File: config.mk
export PLATFORM = sky130hd
export DESIGN_NAME = binary_command_frame_decoder_flat
export DESIGN_NICKNAME = d
export VERILOG_FILES = /design/src/rtl/bcfd_pkg.sv /design/src/rtl/bcfd_if.sv /design/src/rtl/binary_command_frame_decoder.sv /design/src/rtl/bcfd_crc8.sv /design/src/rtl/bcfd_core.sv /design/src/flat_wrapper.sv
export SDC_FILE = /design/constraint.sdc
export NUM_CORES = 1
export LEC_CHECK = 0
export BUFFER_PORTS_ARGS = -buffer_cell sky130_fd_sc_hd__buf_2
export CAP_MARGIN = 30
export CORE_MARGIN = 2
export CORE_UTILIZATION = 40
export CTS_CLUSTER_SIZE = 28
export DETAILED_ROUTE_END_ITERATION = 7
export GPL_TIMING_DRIVEN = 1
export SLEW_MARGIN = 20
export SYNTH_ARGS = -nofsm -noshare
export SYNTH_HDL_FRONTEND = slang
export SYNTH_SLANG_ARGS = --single-unit
File: constraint.sdc
create_clock -name clk -period 6.7 [get_ports clk]
set_input_delay 0.67 -clock clk [delete_from_list [all_inputs] [get_ports clk]]
set_output_delay 0.67 -clock clk [all_outputs]
set_load 0.02 [all_outputs]
File: src/rtl/bcfd_pkg.sv
// Types and constants shared by the binary command frame decoder.
package bcfd_pkg;

	// Decoder phase
	typedef enum logic [2:0] {
		PH_IDLE = 3'd0,
		PH_HVAL = 3'd1,
		PH_HSTR = 3'd2,
		PH_TAG  = 3'd3,
		PH_PVAL = 3'd4,
		PH_PSTR = 3'd5,
		PH_CRC  = 3'd6,
		PH_SKIP = 3'd7
	} phase_t;

	// Result kinds
	typedef enum logic [2:0] {
		K_HEADER = 3'd0,
		K_PARAM  = 3'd1,
		K_SBYTE  = 3'd2,
		K_SEND   = 3'd3,
		K_OK     = 3'd4,
		K_PERR   = 3'd5,
		K_CERR   = 3'd6
	} kind_t;

	// Size codes held in the type size map
	localparam logic [2:0] SZ_STRING = 3'd4;

	localparam logic [23:0] MAP_RESET   = 24'h8D3440;
	localparam logic [7:0]  CRC_POLY    = 8'h07;
	localparam logic [4:0]  LETTER_MAX  = 5'd26;
	localparam logic [7:0]  BYTE_NUL    = 8'h00;
	localparam logic [7:0]  BYTE_CR     = 8'h0D;
	localparam logic [7:0]  BYTE_LF     = 8'h0A;
	localparam logic [7:0]  COUNT_MAX   = 8'hFF;

	// One result item
	typedef struct packed {
		kind_t       kind;
		logic [4:0]  letter;
		logic [2:0]  type_code;
		logic [63:0] value;
		logic [7:0]  param_count;
	} result_t;

endpackage

File: src/rtl/bcfd_if.sv
// Valid/ready channels for input bytes and result items.
interface bcfd_byte_if;
	logic       valid;
	logic       ready;
	logic [7:0] data_byte;

	modport source (output valid, output data_byte, input ready);
	modport sink   (input valid, input data_byte, output ready);
endinterface

interface bcfd_res_if;
	logic        valid;
	logic        ready;
	logic [2:0]  kind;
	logic [4:0]  letter;
	logic [2:0]  type_code;
	logic [63:0] value;
	logic [7:0]  param_count;

	modport source (output valid, output kind, output letter, output type_code,
		output value, output param_count, input ready);
	modport sink   (input valid, input kind, input letter, input type_code,
		input value, input param_count, output ready);
endinterface

File: src/rtl/binary_command_frame_decoder.sv
// Top level of the binary command frame decoder.
//
// Takes one stream byte per item and gives at most one result item per byte:
// header, parameter, string byte, string end, frame ok, parse error or CRC
// error. Each accepted byte is decoded in the same cycle against the parser
// state, and its result lands in the output register, visible in the cycle after
// the byte is accepted. Throughput is one byte per cycle; the output register
// is the only stall point, and a new byte is taken whenever that register is
// empty or being drained in the same cycle. The type size map is written
// through cfg_wr_en/cfg_wr_data and should only change while no frame is open.
module binary_command_frame_decoder
	import bcfd_pkg::*;
(
	input  logic          clk,
	input  logic          arst_n,
	input  logic          cfg_wr_en,
	input  logic [23:0]   cfg_wr_data,
	bcfd_byte_if.sink     bytes,
	bcfd_res_if.source    results
);

	logic [23:0] map_q;
	logic        accept;
	logic        core_valid;
	result_t     core_res;
	logic        res_valid_q;
	result_t     res_q;

	// Hold the type size map
	always_ff @(posedge clk or negedge arst_n) begin
		if (!arst_n) begin
			map_q <= MAP_RESET;
		end else if (cfg_wr_en) begin
			map_q <= cfg_wr_data;
		end
	end

	// Take a byte whenever the output register is free or draining
	assign bytes.ready = !res_valid_q || results.ready;
	assign accept      = bytes.valid && bytes.ready;

	bcfd_core u_core (
		.clk           (clk),
		.arst_n        (arst_n),
		.step          (accept),
		.data_byte     (bytes.data_byte),
		.type_size_map (map_q),
		.res_valid     (core_valid),
		.res           (core_res)
	);

	// Output register valid
	always_ff @(posedge clk or negedge arst_n) begin
		if (!arst_n) begin
			res_valid_q <= 1'b0;
		end else if (accept) begin
			res_valid_q <= core_valid;
		end else if (results.ready) begin
			res_valid_q <= 1'b0;
		end
	end

	// Output register payload
	always_ff @(posedge clk) begin
		if (accept && core_valid) begin
			res_q <= core_res;
		end
	end

	assign results.valid       = res_valid_q;
	assign results.kind        = res_q.kind;
	assign results.letter      = res_q.letter;
	assign results.type_code   = res_q.type_code;
	assign results.value       = res_q.value;
	assign results.param_count = res_q.param_count;

endmodule

File: src/rtl/bcfd_crc8.sv
// One byte step of the CRC-8 (poly 0x07, MSB first).
module bcfd_crc8
	import bcfd_pkg::*;
(
	input  logic [7:0] crc_in,
	input  logic [7:0] data_in,
	output logic [7:0] crc_out
);

	// Shift the byte through the polynomial, one bit per step
	always_comb begin
		logic [7:0] v;
		v = crc_in ^ data_in;
		for (int i = 0; i < 8; i++) begin
			if (v[7]) begin
				v = {v[6:0], 1'b0} ^ CRC_POLY;
			end else begin
				v = {v[6:0], 1'b0};
			end
		end
		crc_out = v;
	end

endmodule

File: src/rtl/bcfd_core.sv
// Frame parser state and per-byte next-state and result logic.
module bcfd_core
	import bcfd_pkg::*;
(
	input  logic        clk,
	input  logic        arst_n,
	input  logic        step,
	input  logic [7:0]  data_byte,
	input  logic [23:0] type_size_map,
	output logic        res_valid,
	output result_t     res
);

	phase_t      phase_q, phase_d;
	logic [7:0]  crc_q, crc_d;
	logic [63:0] shift_q, shift_d;
	logic [3:0]  left_q, left_d;
	logic [4:0]  letter_q, letter_d;
	logic [2:0]  type_q, type_d;
	logic [7:0]  count_q, count_d;
	logic [2:0]  pos_q, pos_d;

	logic [7:0]  crc_seed;
	logic [7:0]  crc_next;
	logic [4:0]  b_letter;
	logic [2:0]  b_type;
	logic [2:0]  b_code;
	logic        b_bad;
	logic        b_zero;
	logic [3:0]  left_dec;
	logic [7:0]  count_inc;
	logic [63:0] shift_or;

	// Decode the byte as a tag
	assign b_letter = data_byte[4:0];
	assign b_type   = data_byte[7:5];
	assign b_code   = type_size_map[3 * b_type +: 3];
	assign b_bad    = (b_letter == 5'd0) || (b_letter > LETTER_MAX) || (b_code > SZ_STRING);
	assign b_zero   = (data_byte == BYTE_NUL);

	assign left_dec  = (left_q != 4'd0) ? left_q - 4'd1 : 4'd0;
	assign count_inc = (count_q != COUNT_MAX) ? count_q + 8'd1 : count_q;
	assign shift_or  = shift_q | ({56'd0, data_byte} << {pos_q, 3'b000});

	// Fold the byte into the running CRC
	assign crc_seed = (phase_q == PH_IDLE) ? 8'd0 : crc_q;
	bcfd_crc8 u_crc (
		.crc_in  (crc_seed),
		.data_in (data_byte),
		.crc_out (crc_next)
	);

	// Next phase
	always_comb begin
		phase_d = phase_q;
		unique case (phase_q)
			PH_IDLE, PH_TAG: begin
				if (phase_q == PH_TAG && b_zero) begin
					phase_d = PH_CRC;
				end else if (phase_q == PH_TAG || data_byte[7]) begin
					if (b_bad) begin
						phase_d = PH_SKIP;
					end else if (b_code == SZ_STRING) begin
						phase_d = (phase_q == PH_IDLE) ? PH_HSTR : PH_PSTR;
					end else begin
						phase_d = (phase_q == PH_IDLE) ? PH_HVAL : PH_PVAL;
					end
				end
			end
			PH_HVAL, PH_PVAL: begin
				if (left_dec == 4'd0) phase_d = PH_TAG;
			end
			PH_HSTR, PH_PSTR: begin
				if (b_zero) phase_d = PH_TAG;
			end
			PH_CRC: phase_d = PH_IDLE;
			PH_SKIP: begin
				if (left_q != 4'd0) begin
					phase_d = PH_IDLE;
				end else if (!b_zero && (data_byte == BYTE_CR || data_byte == BYTE_LF)) begin
					phase_d = PH_IDLE;
				end
			end
			default: phase_d = PH_IDLE;
		endcase
	end

	// Datapath updates and result
	always_comb begin
		crc_d     = crc_q;
		shift_d   = shift_q;
		left_d    = left_q;
		letter_d  = letter_q;
		type_d    = type_q;
		count_d   = count_q;
		pos_d     = pos_q;
		res_valid = 1'b0;
		res       = '0;
		unique case (phase_q)
			PH_IDLE, PH_TAG: begin
				if ((phase_q == PH_IDLE && data_byte[7]) || (phase_q == PH_TAG && !b_zero)) begin
					crc_d    = crc_next;
					letter_d = b_letter;
					type_d   = b_type;
					if (phase_q == PH_IDLE) count_d = 8'd0;
					res.letter      = b_letter;
					res.type_code   = b_type;
					res.param_count = (phase_q == PH_IDLE) ? 8'd0 : count_q;
					if (b_bad) begin
						left_d    = 4'd0;
						res_valid = 1'b1;
						res.kind  = K_PERR;
					end else if (b_code == SZ_STRING) begin
						res_valid = 1'b1;
						res.kind  = (phase_q == PH_IDLE) ? K_HEADER : K_PARAM;
					end else begin
						left_d  = 4'd1 << b_code[1:0];
						shift_d = 64'd0;
						pos_d   = 3'd0;
					end
				end
			end
			PH_HVAL, PH_PVAL: begin
				crc_d   = crc_next;
				shift_d = shift_or;
				pos_d   = pos_q + 3'd1;
				left_d  = left_dec;
				if (left_dec == 4'd0) begin
					if (phase_q == PH_PVAL) count_d = count_inc;
					res_valid       = 1'b1;
					res.kind        = (phase_q == PH_HVAL) ? K_HEADER : K_PARAM;
					res.letter      = letter_q;
					res.type_code   = type_q;
					res.value       = shift_or;
					res.param_count = (phase_q == PH_PVAL) ? count_inc : count_q;
				end
			end
			PH_HSTR, PH_PSTR: begin
				crc_d           = crc_next;
				res_valid       = 1'b1;
				res.letter      = letter_q;
				res.type_code   = type_q;
				res.param_count = count_q;
				if (!b_zero) begin
					res.kind  = K_SBYTE;
					res.value = {56'd0, data_byte};
				end else begin
					res.kind = K_SEND;
					if (phase_q == PH_PSTR) begin
						count_d         = count_inc;
						res.param_count = count_inc;
					end
				end
			end
			PH_CRC: begin
				res_valid       = 1'b1;
				res.kind        = (data_byte == crc_q) ? K_OK : K_CERR;
				res.param_count = count_q;
			end
			PH_SKIP: begin
				if (left_q != 4'd0) begin
					left_d = 4'd0;
				end else if (b_zero) begin
					left_d = 4'd1;
				end
			end
			default: ;
		endcase
	end

	// Advance state on each accepted item
	always_ff @(posedge clk or negedge arst_n) begin
		if (!arst_n) begin
			phase_q  <= PH_IDLE;
			crc_q    <= 8'd0;
			shift_q  <= 64'd0;
			left_q   <= 4'd0;
			letter_q <= 5'd0;
			type_q   <= 3'd0;
			count_q  <= 8'd0;
			pos_q    <= 3'd0;
		end else if (step) begin
			phase_q  <= phase_d;
			crc_q    <= crc_d;
			shift_q  <= shift_d;
			left_q   <= left_d;
			letter_q <= letter_d;
			type_q   <= type_d;
			count_q  <= count_d;
			pos_q    <= pos_d;
		end
	end

endmodule
File: src/flat_wrapper.sv
// flat-port wrapper written by rule: the top's interface ports become plain ports
module binary_command_frame_decoder_flat import bcfd_pkg::*;
  (clk, arst_n, cfg_wr_en, cfg_wr_data, bytes_valid, bytes_data_byte, bytes_ready, results_valid, results_kind, results_letter, results_type_code, results_value, results_param_count, results_ready);
  bcfd_byte_if bytes_i ();
  bcfd_res_if results_i ();
  input  logic clk;
  input  logic arst_n;
  input  logic cfg_wr_en;
  input  logic [23:0] cfg_wr_data;
  input wire logic [$bits(bytes_i.valid)-1:0] bytes_valid;
  input wire logic [$bits(bytes_i.data_byte)-1:0] bytes_data_byte;
  output wire logic [$bits(bytes_i.ready)-1:0] bytes_ready;
  output wire logic [$bits(results_i.valid)-1:0] results_valid;
  output wire logic [$bits(results_i.kind)-1:0] results_kind;
  output wire logic [$bits(results_i.letter)-1:0] results_letter;
  output wire logic [$bits(results_i.type_code)-1:0] results_type_code;
  output wire logic [$bits(results_i.value)-1:0] results_value;
  output wire logic [$bits(results_i.param_count)-1:0] results_param_count;
  input wire logic [$bits(results_i.ready)-1:0] results_ready;
  assign bytes_i.valid = bytes_valid;
  assign bytes_i.data_byte = bytes_data_byte;
  assign bytes_ready = bytes_i.ready;
  assign results_valid = results_i.valid;
  assign results_kind = results_i.kind;
  assign results_letter = results_i.letter;
  assign results_type_code = results_i.type_code;
  assign results_value = results_i.value;
  assign results_param_count = results_i.param_count;
  assign results_i.ready = results_ready;
  binary_command_frame_decoder u_core (.clk(clk), .arst_n(arst_n), .cfg_wr_en(cfg_wr_en), .cfg_wr_data(cfg_wr_data), .bytes(bytes_i), .results(results_i));
endmodule
* After elaboration in Yosys (flattened, before gate mapping)
Cells that the tools add are included.
Word-level totals: register bits 206, bits of input ports 37, output and inout port bits 85, word-level logic and storage cells 156
Operators by class: $add $sub $neg 3, multiply operators 1, $lt $le $gt $ge 2, equal/unequal tests 21, shift operators 3, muxes and demuxes 66, bitwise operators 10, reductions and logical operators 35
Operators by type and width (count):
- one-hot mux 64 bit (2 select lines) | 2
- two-way mux 64 bit | 3
- two-way mux 8 bit | 11
- two-way mux 81 bit | 1
- two-way mux 3 bit | 22
- OR 64 bit | 1
- << shifter 8 x 6 -> 64 bit | 1
- one-hot mux 8 bit (3 select lines) | 2
- one-hot mux 8 bit (4 select lines) | 1
- two-way mux 4 bit | 6
- NOT 3 bit | 8
- indexed part select 24 x 6 -> 3 bit | 1
- equality test 8 x 4 -> 1 bit (second input constant) | 2
- one-hot mux 8 bit (2 select lines) | 1
- equality test 3 bit (second input constant) | 5
- one-hot mux 3 bit (5 select lines) | 1
- AND reduction 5 bit | 3
- inequality test 3 bit (second input constant) | 4
- one-hot mux 3 bit (4 select lines) | 1
- one-hot mux 4 bit (3 select lines) | 1
- two-way mux 11 bit | 1
- two-way mux 1 bit | 10
- inequality test 2 bit (second input constant) | 5
- adder 8 x 1 -> 8 bit (second input constant) | 1
- 29 further kinds | 47

* Longest topological paths before layout
Gate-level depths: netlist (run 1).
word-level depth 21, mapped depth 9, gate-level depth less buffers 8

* Hierarchy
From an unflattened synthesis (run 1), not the netlist that was laid out.
Second synthesis, totals: cell total of the unflattened synthesis 887, area total of the unflattened synthesis 9653.0 µm²
By module, submodules not included:
- bcfd_core | instances 1, cells each 726, area an instance 5918.2 µm², sequential area each 2452.4 µm²
- binary_command_frame_decoder | instances 1, cells each 140, area an instance 3550.9 µm², sequential area each 3128.0 µm²
- bcfd_crc8 | instances 1, cells each 21, area an instance 183.9 µm², sequential area each 0.0 µm²

* Worst setup path before layout (run 1)
No wires, ideal clock.
kind input-to-reg, start in bytes_data_byte[0], end reg u_core.res_q (netlist bit u_core.results.kind[0]) (enable), setup time 0.525 ns, arrival 5.309 ns, required time 6.175 ns, setup slack 0.866 ns, stages 6, path buffers 1, cell sequence buf_2 -> or4_4 -> o22a_1 -> nand2_1 -> a211oi_1 -> nor2_1
Between the ends: longest elaborated chain between the ends 7, elaborated cells on any way between the ends 12, classes of those cells order compare: 1; mux: 3; reduce/logical: 8
Ends and longest elaborated chain:
- start: declaration | line flat_wrapper.sv:11 | input wire logic [$bits(bytes_i.data_byte)-1:0] bytes_data_byte;
- greater-than comparator 5 bit, or another cell as far along | line bcfd_core.sv:38 | assign b_bad = (b_letter == 5'd0) || (b_letter > LETTER_MAX) || (b_code > SZ_STRING);
- logical OR 1 bit or logical NOT 1 bit (tied branches)
- logical OR 1 bit or logical AND 1 bit (tied branches) | line bcfd_core.sv:38, bcfd_core.sv:101
- two-way mux 1 bit or logical OR 1 bit (tied branches) | line bcfd_core.sv:109, bcfd_core.sv:101
- two-way mux 1 bit (*) | line bcfd_core.sv:101 | if ((phase_q == PH_IDLE && data_byte[7]) || (phase_q == PH_TAG && !b_zero)) begin
- one-hot mux 1 bit (3 select lines) (*) | line bcfd_core.sv:99 | unique case (phase_q)
- logical AND 1 bit (*) | line binary_command_frame_decoder.sv:65 | if (accept && core_valid) begin
- end signal: assignment | line binary_command_frame_decoder.sv:66 | res_q <= core_res;
- end: declaration | line binary_command_frame_decoder.sv:27 | result_t res_q;
Every way passes the cells marked *; elsewhere a longest branch is shown, timed or not. A chain may end at the register's enable or synchronous reset.

* Worst setup path in the final report (run 1)
start reg u_core.u_core.phase_q[1], end reg u_core.res_q (netlist bit u_core.results.value[17]) (enable)
Between the ends: longest elaborated chain between the ends 6, elaborated cells on any way between the ends 16, classes of those cells eq/ne: 6; mux: 2; reduce/logical: 8
Ends and longest elaborated chain:
- start: declaration | line bcfd_core.sv:14 | phase_t phase_q, phase_d;
- start signal: assignment | line bcfd_core.sv:183 | phase_q <= phase_d;
- equality test 3 x 2 -> 1 bit or logical NOT 3 bit (tied branches) | line bcfd_core.sv:99, bcfd_core.sv:101
- logical AND 1 bit | line bcfd_core.sv:101
- logical OR 1 bit | line bcfd_core.sv:101
- two-way mux 1 bit | line bcfd_core.sv:101
- one-hot mux 1 bit (3 select lines) (*) | line bcfd_core.sv:99
- logical AND 1 bit (*) | line binary_command_frame_decoder.sv:65
Marked as above.

==> flow_metrics.py, run 1 <==
metrics = {
    "setup_path": {
        "crit_buf_inv": 2,
        "startpoint_type": "flop",
        "max_stage_delay_ps": 800,
        "r2r_slack_ps": 2690,
        "worstPathRequired_ps": 6850,
        "cp-startpoint": "u_core.u_core.phase_q[1]",
        "crit_end": "u_core.results.value[17]",
        "cp_num_cells": 8,
        "cp_top_family": "simple AND/OR/NAND/NOR gates",
        "rr_endpoint": "u_core.results.value[17]",
        "end_kind": "flop",
        "r2r-start": "u_core.u_core.phase_q[1]",
        "arrival_ps": 4160,
        "worstPathCellList": "nand2_1 > a21oi_1 > a21oi_1 > nor2_1 > a211oi_1 > nor2_4 > buf_4 > buf_4",
        "cp_slowest_cell": "dfrtp_1",
        "worstSetupPathType": "flop to flop",
        "cp_max_fo": 56,
        "ff2ff_path_depth": 8,
    },
    "place": {
        "gp_congestion": 0.871,
        "place.detailed.hpwl_um": 16600,
        "port_buffers": 121,
    },
    "clock_tree": {
        "clkSlewWorstSetupHoldPaths_ps": 60,
        "cts-root-buf": "clkbuf_16",
        "postCtsHoldBufs": 0,
        "cts_tree": "yes",
        "htree_levels": 1,
        "cts_resized": 0,
        "cts.sinks": 206,
        "insertion_delay_ps": 520,
        "cts_max_path_buffers": 3,
        "cts_buffers": 24,
        "cts_setup_buffers": 0,
    },
    "synth": {
        "synth_edf_count": 83,
        "yosysUniqueCellTypes": 69,
        "syn_inst": 919,
        "ys.flop_type": "dfrtp_1",
        "ys_seq_elements": 206,
        "syn_area_um2": 9820,
        "seq_area_frac_synth": 0.568,
        "async_reset_ff_frac": 0.597,
        "synthesis.nets": 960,
        "syn_avg_cell_area_um2": 10.7,
        "yosysWarnings": 0,
    },
    "layout": {
        "area_delta_synth_final_pct": 16.7,
        "layout-drive-gt1-share": 0.224,
        "antenna_cells": 0,
        "layout.nets": 1051,
        "nFillCells": 2231,
    },
    "global_route": {
        "grt_use_total": 0.194,
        "antenna_found_initial": 1,
        "grt_pass1_vias": 7229,
        "grt_pass1_wl_um": 39900,
        "grt_max_degree": 68,
        "overflow": 0,
    },
    "timing": {
        "fin_crit_sh": 0.599,
        "rsz0062_at_grt": "no",
        "tightestPinTransition_ps": 1040,
        "hold_viol_final": 0,
        "fin_crit_ps": 4010,
        "worst_clock_skew_ps": 12.4,
        "setup_viol": 0,
        "drv_slew": 0,
        "fmax_ghz": 0.249,
        "max_slew_margin": 0.303,
        "timing.setup.tns_ps": 0,
    },
    "run_status": {
        "outcome": "completed",
    },
    "floorplanning": {
        "die_h_um": 161,
        "die_w_um": 161,
        "start_util": 0.406,
        "io_pins": 122,
        "coreArea_um2": 24200,
        "dieArea_um2": 25800,
        "fp-row-count": 57,
    },
    "power_and_ir_drop": {
        "p_total_mw": 5.53,
        "vdd_drop_max_mv": 0.258,
        "p_per_area_nw_per_um2": 482,
        "p_leak_nw": 4.66,
    },
    "job": {
        "cap_violations": 0,
    },
    "route": {
        "drc": 0,
        "avgViaCountPerCell": 5.48,
        "ant_nets": 0,
        "drt-total-wl_um": 25200,
        "drt_pass1_iterations": 5,
        "drt_iter0_markers": 590,
        "wire_per_inst_um": 18.6,
        "num_vias": 7407,
    },
    "hold_path": {
        "min_path_type": "input pin to async pin",
    },
}
## cells in the final DEF, fill, tap and decap left out, types with 5 or more instances in the layout
master     count
nor3b_1        5
edfxtp_1      83
nand3_1       15
buf_4          8
nor4_1         6
a31oi_1        8
nor3_1        12
mux2i_1        8
o22ai_1       10
clkbuf_16     24
o211ai_1       9
nor2_1        94
dfstp_2        8
xor2_1        17
xnor2_1       18
mux2_2        34
dfrtp_1      115
mux4_1         6
a21oi_1       85
clkbuf_1       5
nor2b_1        8
a22o_1        20
buf_2        120
nand2_1      115
o21ai_1        7
inv_1          7
o21ai_0       86
## per-layer routing
layer	vias to the layer above	global-route usage	part of all wire
li1	3498	-	-
met4	2	0.0455	0.017
met2	227	0.307	0.46
met3	42	0.0377	0.063
met1	3638	0.277	0.46
met5	-	0	0.00044
## where the power goes
part / switching (mW) / total (mW) / internal (mW) / leakage (nW)
logic: 1.33 / 2.06 / 0.728 / 1.89
registers: 0.287 / 2.12 / 1.83 / 2.38
clock network: 0.524 / 1.34 / 0.817 / 0.392
## synth_stat cells (8+ instances only)
| cell | n | share of area |
|---|---|---|
| dfstp_2 | 8 | 0.021 |
| dfrtp_1 | 115 | 0.29 |
| xnor2_1 | 18 | 0.016 |
| o21ai_0 | 86 | 0.044 |
| clkbuf_1 | 39 | 0.015 |
| a31oi_1 | 8 | 0.0051 |
| nor3_1 | 12 | 0.0061 |
| a22o_1 | 20 | 0.018 |
| o211ai_1 | 9 | 0.0069 |
| edfxtp_1 | 83 | 0.25 |
| xor2_1 | 17 | 0.015 |
| nand3_1 | 15 | 0.0076 |
| nor2_1 | 95 | 0.036 |
| o22ai_1 | 10 | 0.0064 |
| a21oi_1 | 85 | 0.043 |
| mux2_2 | 34 | 0.039 |
| nor2b_1 | 8 | 0.0051 |
| nand2_1 | 116 | 0.044 |
| mux2i_1 | 8 | 0.0082 |
| buf_1 | 8 | 0.0031 |
| buf_4 | 9 | 0.0069 |
## registers in the layout, summed over array words and instances, names as in the netlist, 5 cells and up
| signal | flops |
|---|---|
| u_core.u_core.shift_q | 64 |
| u_core.u_core.crc_q | 8 |
| u_core.results.param_count | 8 |
| u_core.map_q | 24 |
| u_core.u_core.count_q | 8 |
| u_core.results.value | 64 |
| u_core.u_core.letter_q | 5 |
| u_core.results.letter | 5 |
## how the worst min path moves through the flow
stage	cells past startpoint	slack [ps]	start	end
2_1_floorplan	0	370	arst_n	u_core.map_q[0]
3_5_place_dp	2	470	u_core.u_core.shift_q[50]	u_core.u_core.shift_q[50]
3_3_place_gp	2	460	u_core.u_core.shift_q[29]	u_core.u_core.shift_q[29]
6_report	1	90	arst_n	u_core.map_q[21]
5_1_grt	1	120	arst_n	u_core.map_q[21]
4_1_cts	1	300	arst_n	u_core.map_q[21]
## layout make-up
cell class	instances	area, um2	share of cell area
multi-input combinational	641	3940	0.343
sequential	206	5580	0.487
inverter	7	26.3	0.00229
tap	324	405	0.0354
clock buffer	29	619	0.0540
timing repair buffer	130	701	0.0611
clock inverter	15	195	0.0170
## stage by stage
| step | utilization | setup slack (ps) | instances | hold slack [ps] | instance area [um2] |
|---|---|---|---|---|---|
| after floorplan | - | 866 | 919 | 374 | 9820 |
| after detailed placement | 0.439 | 2500 | 1306 | 471 | 10600 |
| after global placement | 0.438 | 2600 | 1305 | 462 | 10600 |
| final | 0.474 | 2690 | 1352 | 93.3 | 11500 |
| after global routing | 0.474 | 2390 | 1352 | 123 | 11500 |
| after CTS | 0.473 | 2680 | 1350 | 304 | 11400 |
## cells by family after synthesis
family	count (synthesis)	synth area share
simple gates	293	0.138
xor+xnor	36	0.0335
fa+ha+maj	4	0.00510
mux	49	0.0646
flops	206	0.568
buf+inv	72	0.0334
compound gates	259	0.157
Note: power is estimated with default switching activity, not from simulation.
==> run 2, diff against run 1 <==
ABC_AREA = 1   (was not set)
clock period = 3.3 ns   (was 6.7 ns; I/O delays follow)
==> flow_metrics.py, run 2 <==
metrics = {
    "run_status": {
        "outcome": "completed",
    },
    "setup_path": {
        "startpoint_type": "flop",
        "end_kind": "flop",
        "worstSetupPathType": "flop to flop",
        "cpMostUsedCell": "nand2_1",
        "cp_slowest_cell": "dfrtp_1",
        "cp_max_fo": 67,
        "worstPathCellList": "nor2_1 > nand2_1 > nand2_2 > inv_1 > a21oi_1 > nand2_1 > inv_2 > nand3_2 > buf_12 > nand2_1 > nand2_1",
        "rr_endpoint": "u_core.u_core.shift_q[43]",
        "ff2ff_path_depth": 11,
        "max_stage_delay_ps": 440,
        "arrival_ps": 2930,
        "r2r_slack_ps": 780,
        "cp_top_family": "simple AND/OR/NAND/NOR gates",
        "crit_buf_inv": 3,
        "r2r-start": "u_core.u_core.phase_q[0]",
        "worstPathRequired_ps": 3710,
    },
    "hold_path": {
        "worstHoldStart": "cfg_wr_data[15]",
        "whs_endpoint": "u_core.map_q[15]",
        "whs_path_depth": 3,
        "min_path_type": "input pin to flop",
    },
    "route": {
        "drt_iter0_markers": 667,
        "drc": 0,
        "ant_nets": 0,
        "avgViaCountPerCell": 5.23,
        "routed-wl-met3_um": 1710,
        "wire_per_inst_um": 16.0,
        "drt-total-wl_um": 28200,
        "num_vias": 9217,
        "wl_met1_um": 13700,
        "drt_pass1_iterations": 5,
        "top_layer": "met4",
        "wl_met2_um": 12300,
    },
    "timing": {
        "timing.setup.tns_ps": 0,
        "hold_viol_final": 0,
        "worst_clock_skew_ps": 6.87,
        "fin_crit_sh": 0.765,
        "tightestPinTransition_ps": 778,
        "holdWs_ps": 9.92,
        "fin_crit_ps": 2520,
        "fmax_ghz": 0.396,
        "setup_viol": 0,
        "drv_slew": 0,
        "rsz0062_at_grt": "no",
        "max_slew_margin": 0.481,
    },
    "layout": {
        "antenna_cells": 0,
        "layout_commonest_cell": "nand2_1",
        "postLayoutCoreUtil": 0.470,
        "nFillCells": 2577,
        "area_delta_synth_final_pct": 14.9,
        "stdcell_count": 1761,
        "layout.nets": 1450,
        "layout-drive-gt1-share": 0.151,
        "final_cell_mix": "nand2_1, nor2_1, buf_2",
    },
    "place": {
        "dp_cells": 1716,
        "gp_congestion": 0.851,
        "place.detailed.hpwl_um": 17900,
        "port_buffers": 121,
    },
    "floorplanning": {
        "die_w_um": 168,
        "fp-row-count": 59,
        "coreArea_um2": 26200,
        "die_h_um": 168,
        "start_util": 0.409,
        "dieArea_um2": 28100,
        "io_pins": 122,
    },
    "synth": {
        "async_reset_ff_frac": 0.597,
        "synth.top_cells.by_count": "nand2_1, nor2_1, dfrtp_1",
        "ys.flop_type": "dfrtp_1",
        "syn_inst": 1324,
        "synth_edf_count": 83,
        "syn_area_um2": 10700,
        "seq_area_frac_synth": 0.520,
        "yosysWarnings": 0,
        "yosysUniqueCellTypes": 35,
        "synthTopCellsByArea": "dfrtp_1, edfxtp_1, nand2_1",
        "syn_avg_cell_area_um2": 8.10,
        "ys_seq_elements": 206,
        "yosysTopAreaCellShare": 0.268,
        "synthesis.nets": 1365,
        "synth_top_area_cell": "dfrtp_1",
        "post-synth-top-count-cell": "nand2_1",
    },
    "global_route": {
        "grt_use_total": 0.203,
        "grt_max_degree": 124,
        "grt_pass1_vias": 8798,
        "overflow": 0,
        "antenna_found_initial": 0,
        "grt_pass1_wl_um": 46600,
    },
    "clock_tree": {
        "cts-root-buf": "clkbuf_16",
        "cts_tree": "yes",
        "cts.sinks": 206,
        "cts_resized": 0,
        "insertion_delay_ps": 520,
        "cts_buffers": 23,
        "htree_levels": 1,
        "clkSlewWorstSetupHoldPaths_ps": 60,
        "cts_max_path_buffers": 3,
    },
    "job": {
        "cap_violations": 0,
    },
    "power_and_ir_drop": {
        "p_per_area_nw_per_um2": 904,
        "p_leak_nw": 6.08,
        "vdd_drop_max_mv": 0.465,
    },
}
-- run 2: cell count changes after synthesis, moves of 34 or more --
| cell | previous run | this run |
|---|---|---|
| inv_1 | 7 | 113 |
| nand2_1 | 116 | 390 |
| nor2_1 | 95 | 162 |
| mux2_2 | 34 | 0 |
| nand4_1 | 1 | 74 |
| a21oi_1 | 85 | 24 |
| nand3_1 | 15 | 88 |
-- run 2: timing repair --
| item | in CTS | in global routing |
|---|---|---|
| hold buffers | 3 | 0 |
| endpoints found under the hold margin | 117 | 0 |
| buffers inserted | 0 | 0 |
-- run 2: worst max-delay path by stage --
stage	slack, ps	cells after the start	end	startpoint
floorplan	630	7	u_core.results.kind[0]	u_core.u_core.phase_q[1]
global placement	680	10	u_core.results.value[57]	bytes_data_byte[5]
detailed placement	690	10	u_core.results.value[30]	bytes_data_byte[5]
CTS	770	11	u_core.u_core.shift_q[43]	u_core.u_core.phase_q[0]
global route	530	11	u_core.u_core.shift_q[40]	u_core.u_core.phase_q[0]
finish	780	11	u_core.u_core.shift_q[43]	u_core.u_core.phase_q[0]
-- run 2: worst register-to-register path: cells and delay by family, from the launching register on --
kind | cells | cell delay (ps)
and+or+nand+nor | 7 | 1140
AOI/OAI and AO/OA | 1 | 160
DFF | 1 | 440
buffers and inverters | 3 | 660
-- run 2: per-stage QoR --
step           setup WS [ps]  cell area (um2)  total power, mW
5_1_grt                  530            12300             11.9
4_1_cts                  774            12300             11.2
3_5_place_dp             695            11600             8.70
2_1_floorplan            633            10700             7.26
6_report                 776            12300             11.1
3_3_place_gp             680            11600             8.66
-- run 2: cell families after synthesis --
group / after synthesis / synth area share
flip-flops: 206 / 0.520
adder cells (fa/ha/maj): 4 / 0.00467
XOR/XNOR: 18 / 0.0147
AO/OA/AOI/OAI: 147 / 0.0822
buffers and inverters: 204 / 0.0796
AND/OR/NAND/NOR: 745 / 0.298
-- run 2: routing by layer --
| metal | up-vias | GRT usage |
|---|---|---|
| met5 | - | 0 |
| met4 | 0 | 0.0473 |
| met3 | 44 | 0.0336 |
| met2 | 291 | 0.309 |
| met1 | 4359 | 0.304 |
| li1 | 4523 | - |
-- run 2: area by class of cell --
| cell class | instances | area, um2 | share of cell area |
|---|---|---|---|
| flip-flops and latches | 206 | 5580 | 0.453 |
| multi-input cells | 914 | 4300 | 0.349 |
| clock inverters | 14 | 118 | 0.00954 |
| well taps | 335 | 419 | 0.0340 |
| inverters | 125 | 472 | 0.0383 |
| repair buffers | 139 | 826 | 0.0670 |
| clock buffers | 28 | 614 | 0.0498 |
-- run 2: report_power, final --
group	internal (mW)	switching, mW	leakage, nW
combinational	1.25	3.45	3.32
clock	1.42	1.08	0.348
sequential	3.60	0.345	2.42
total	6.26	4.88	6.08
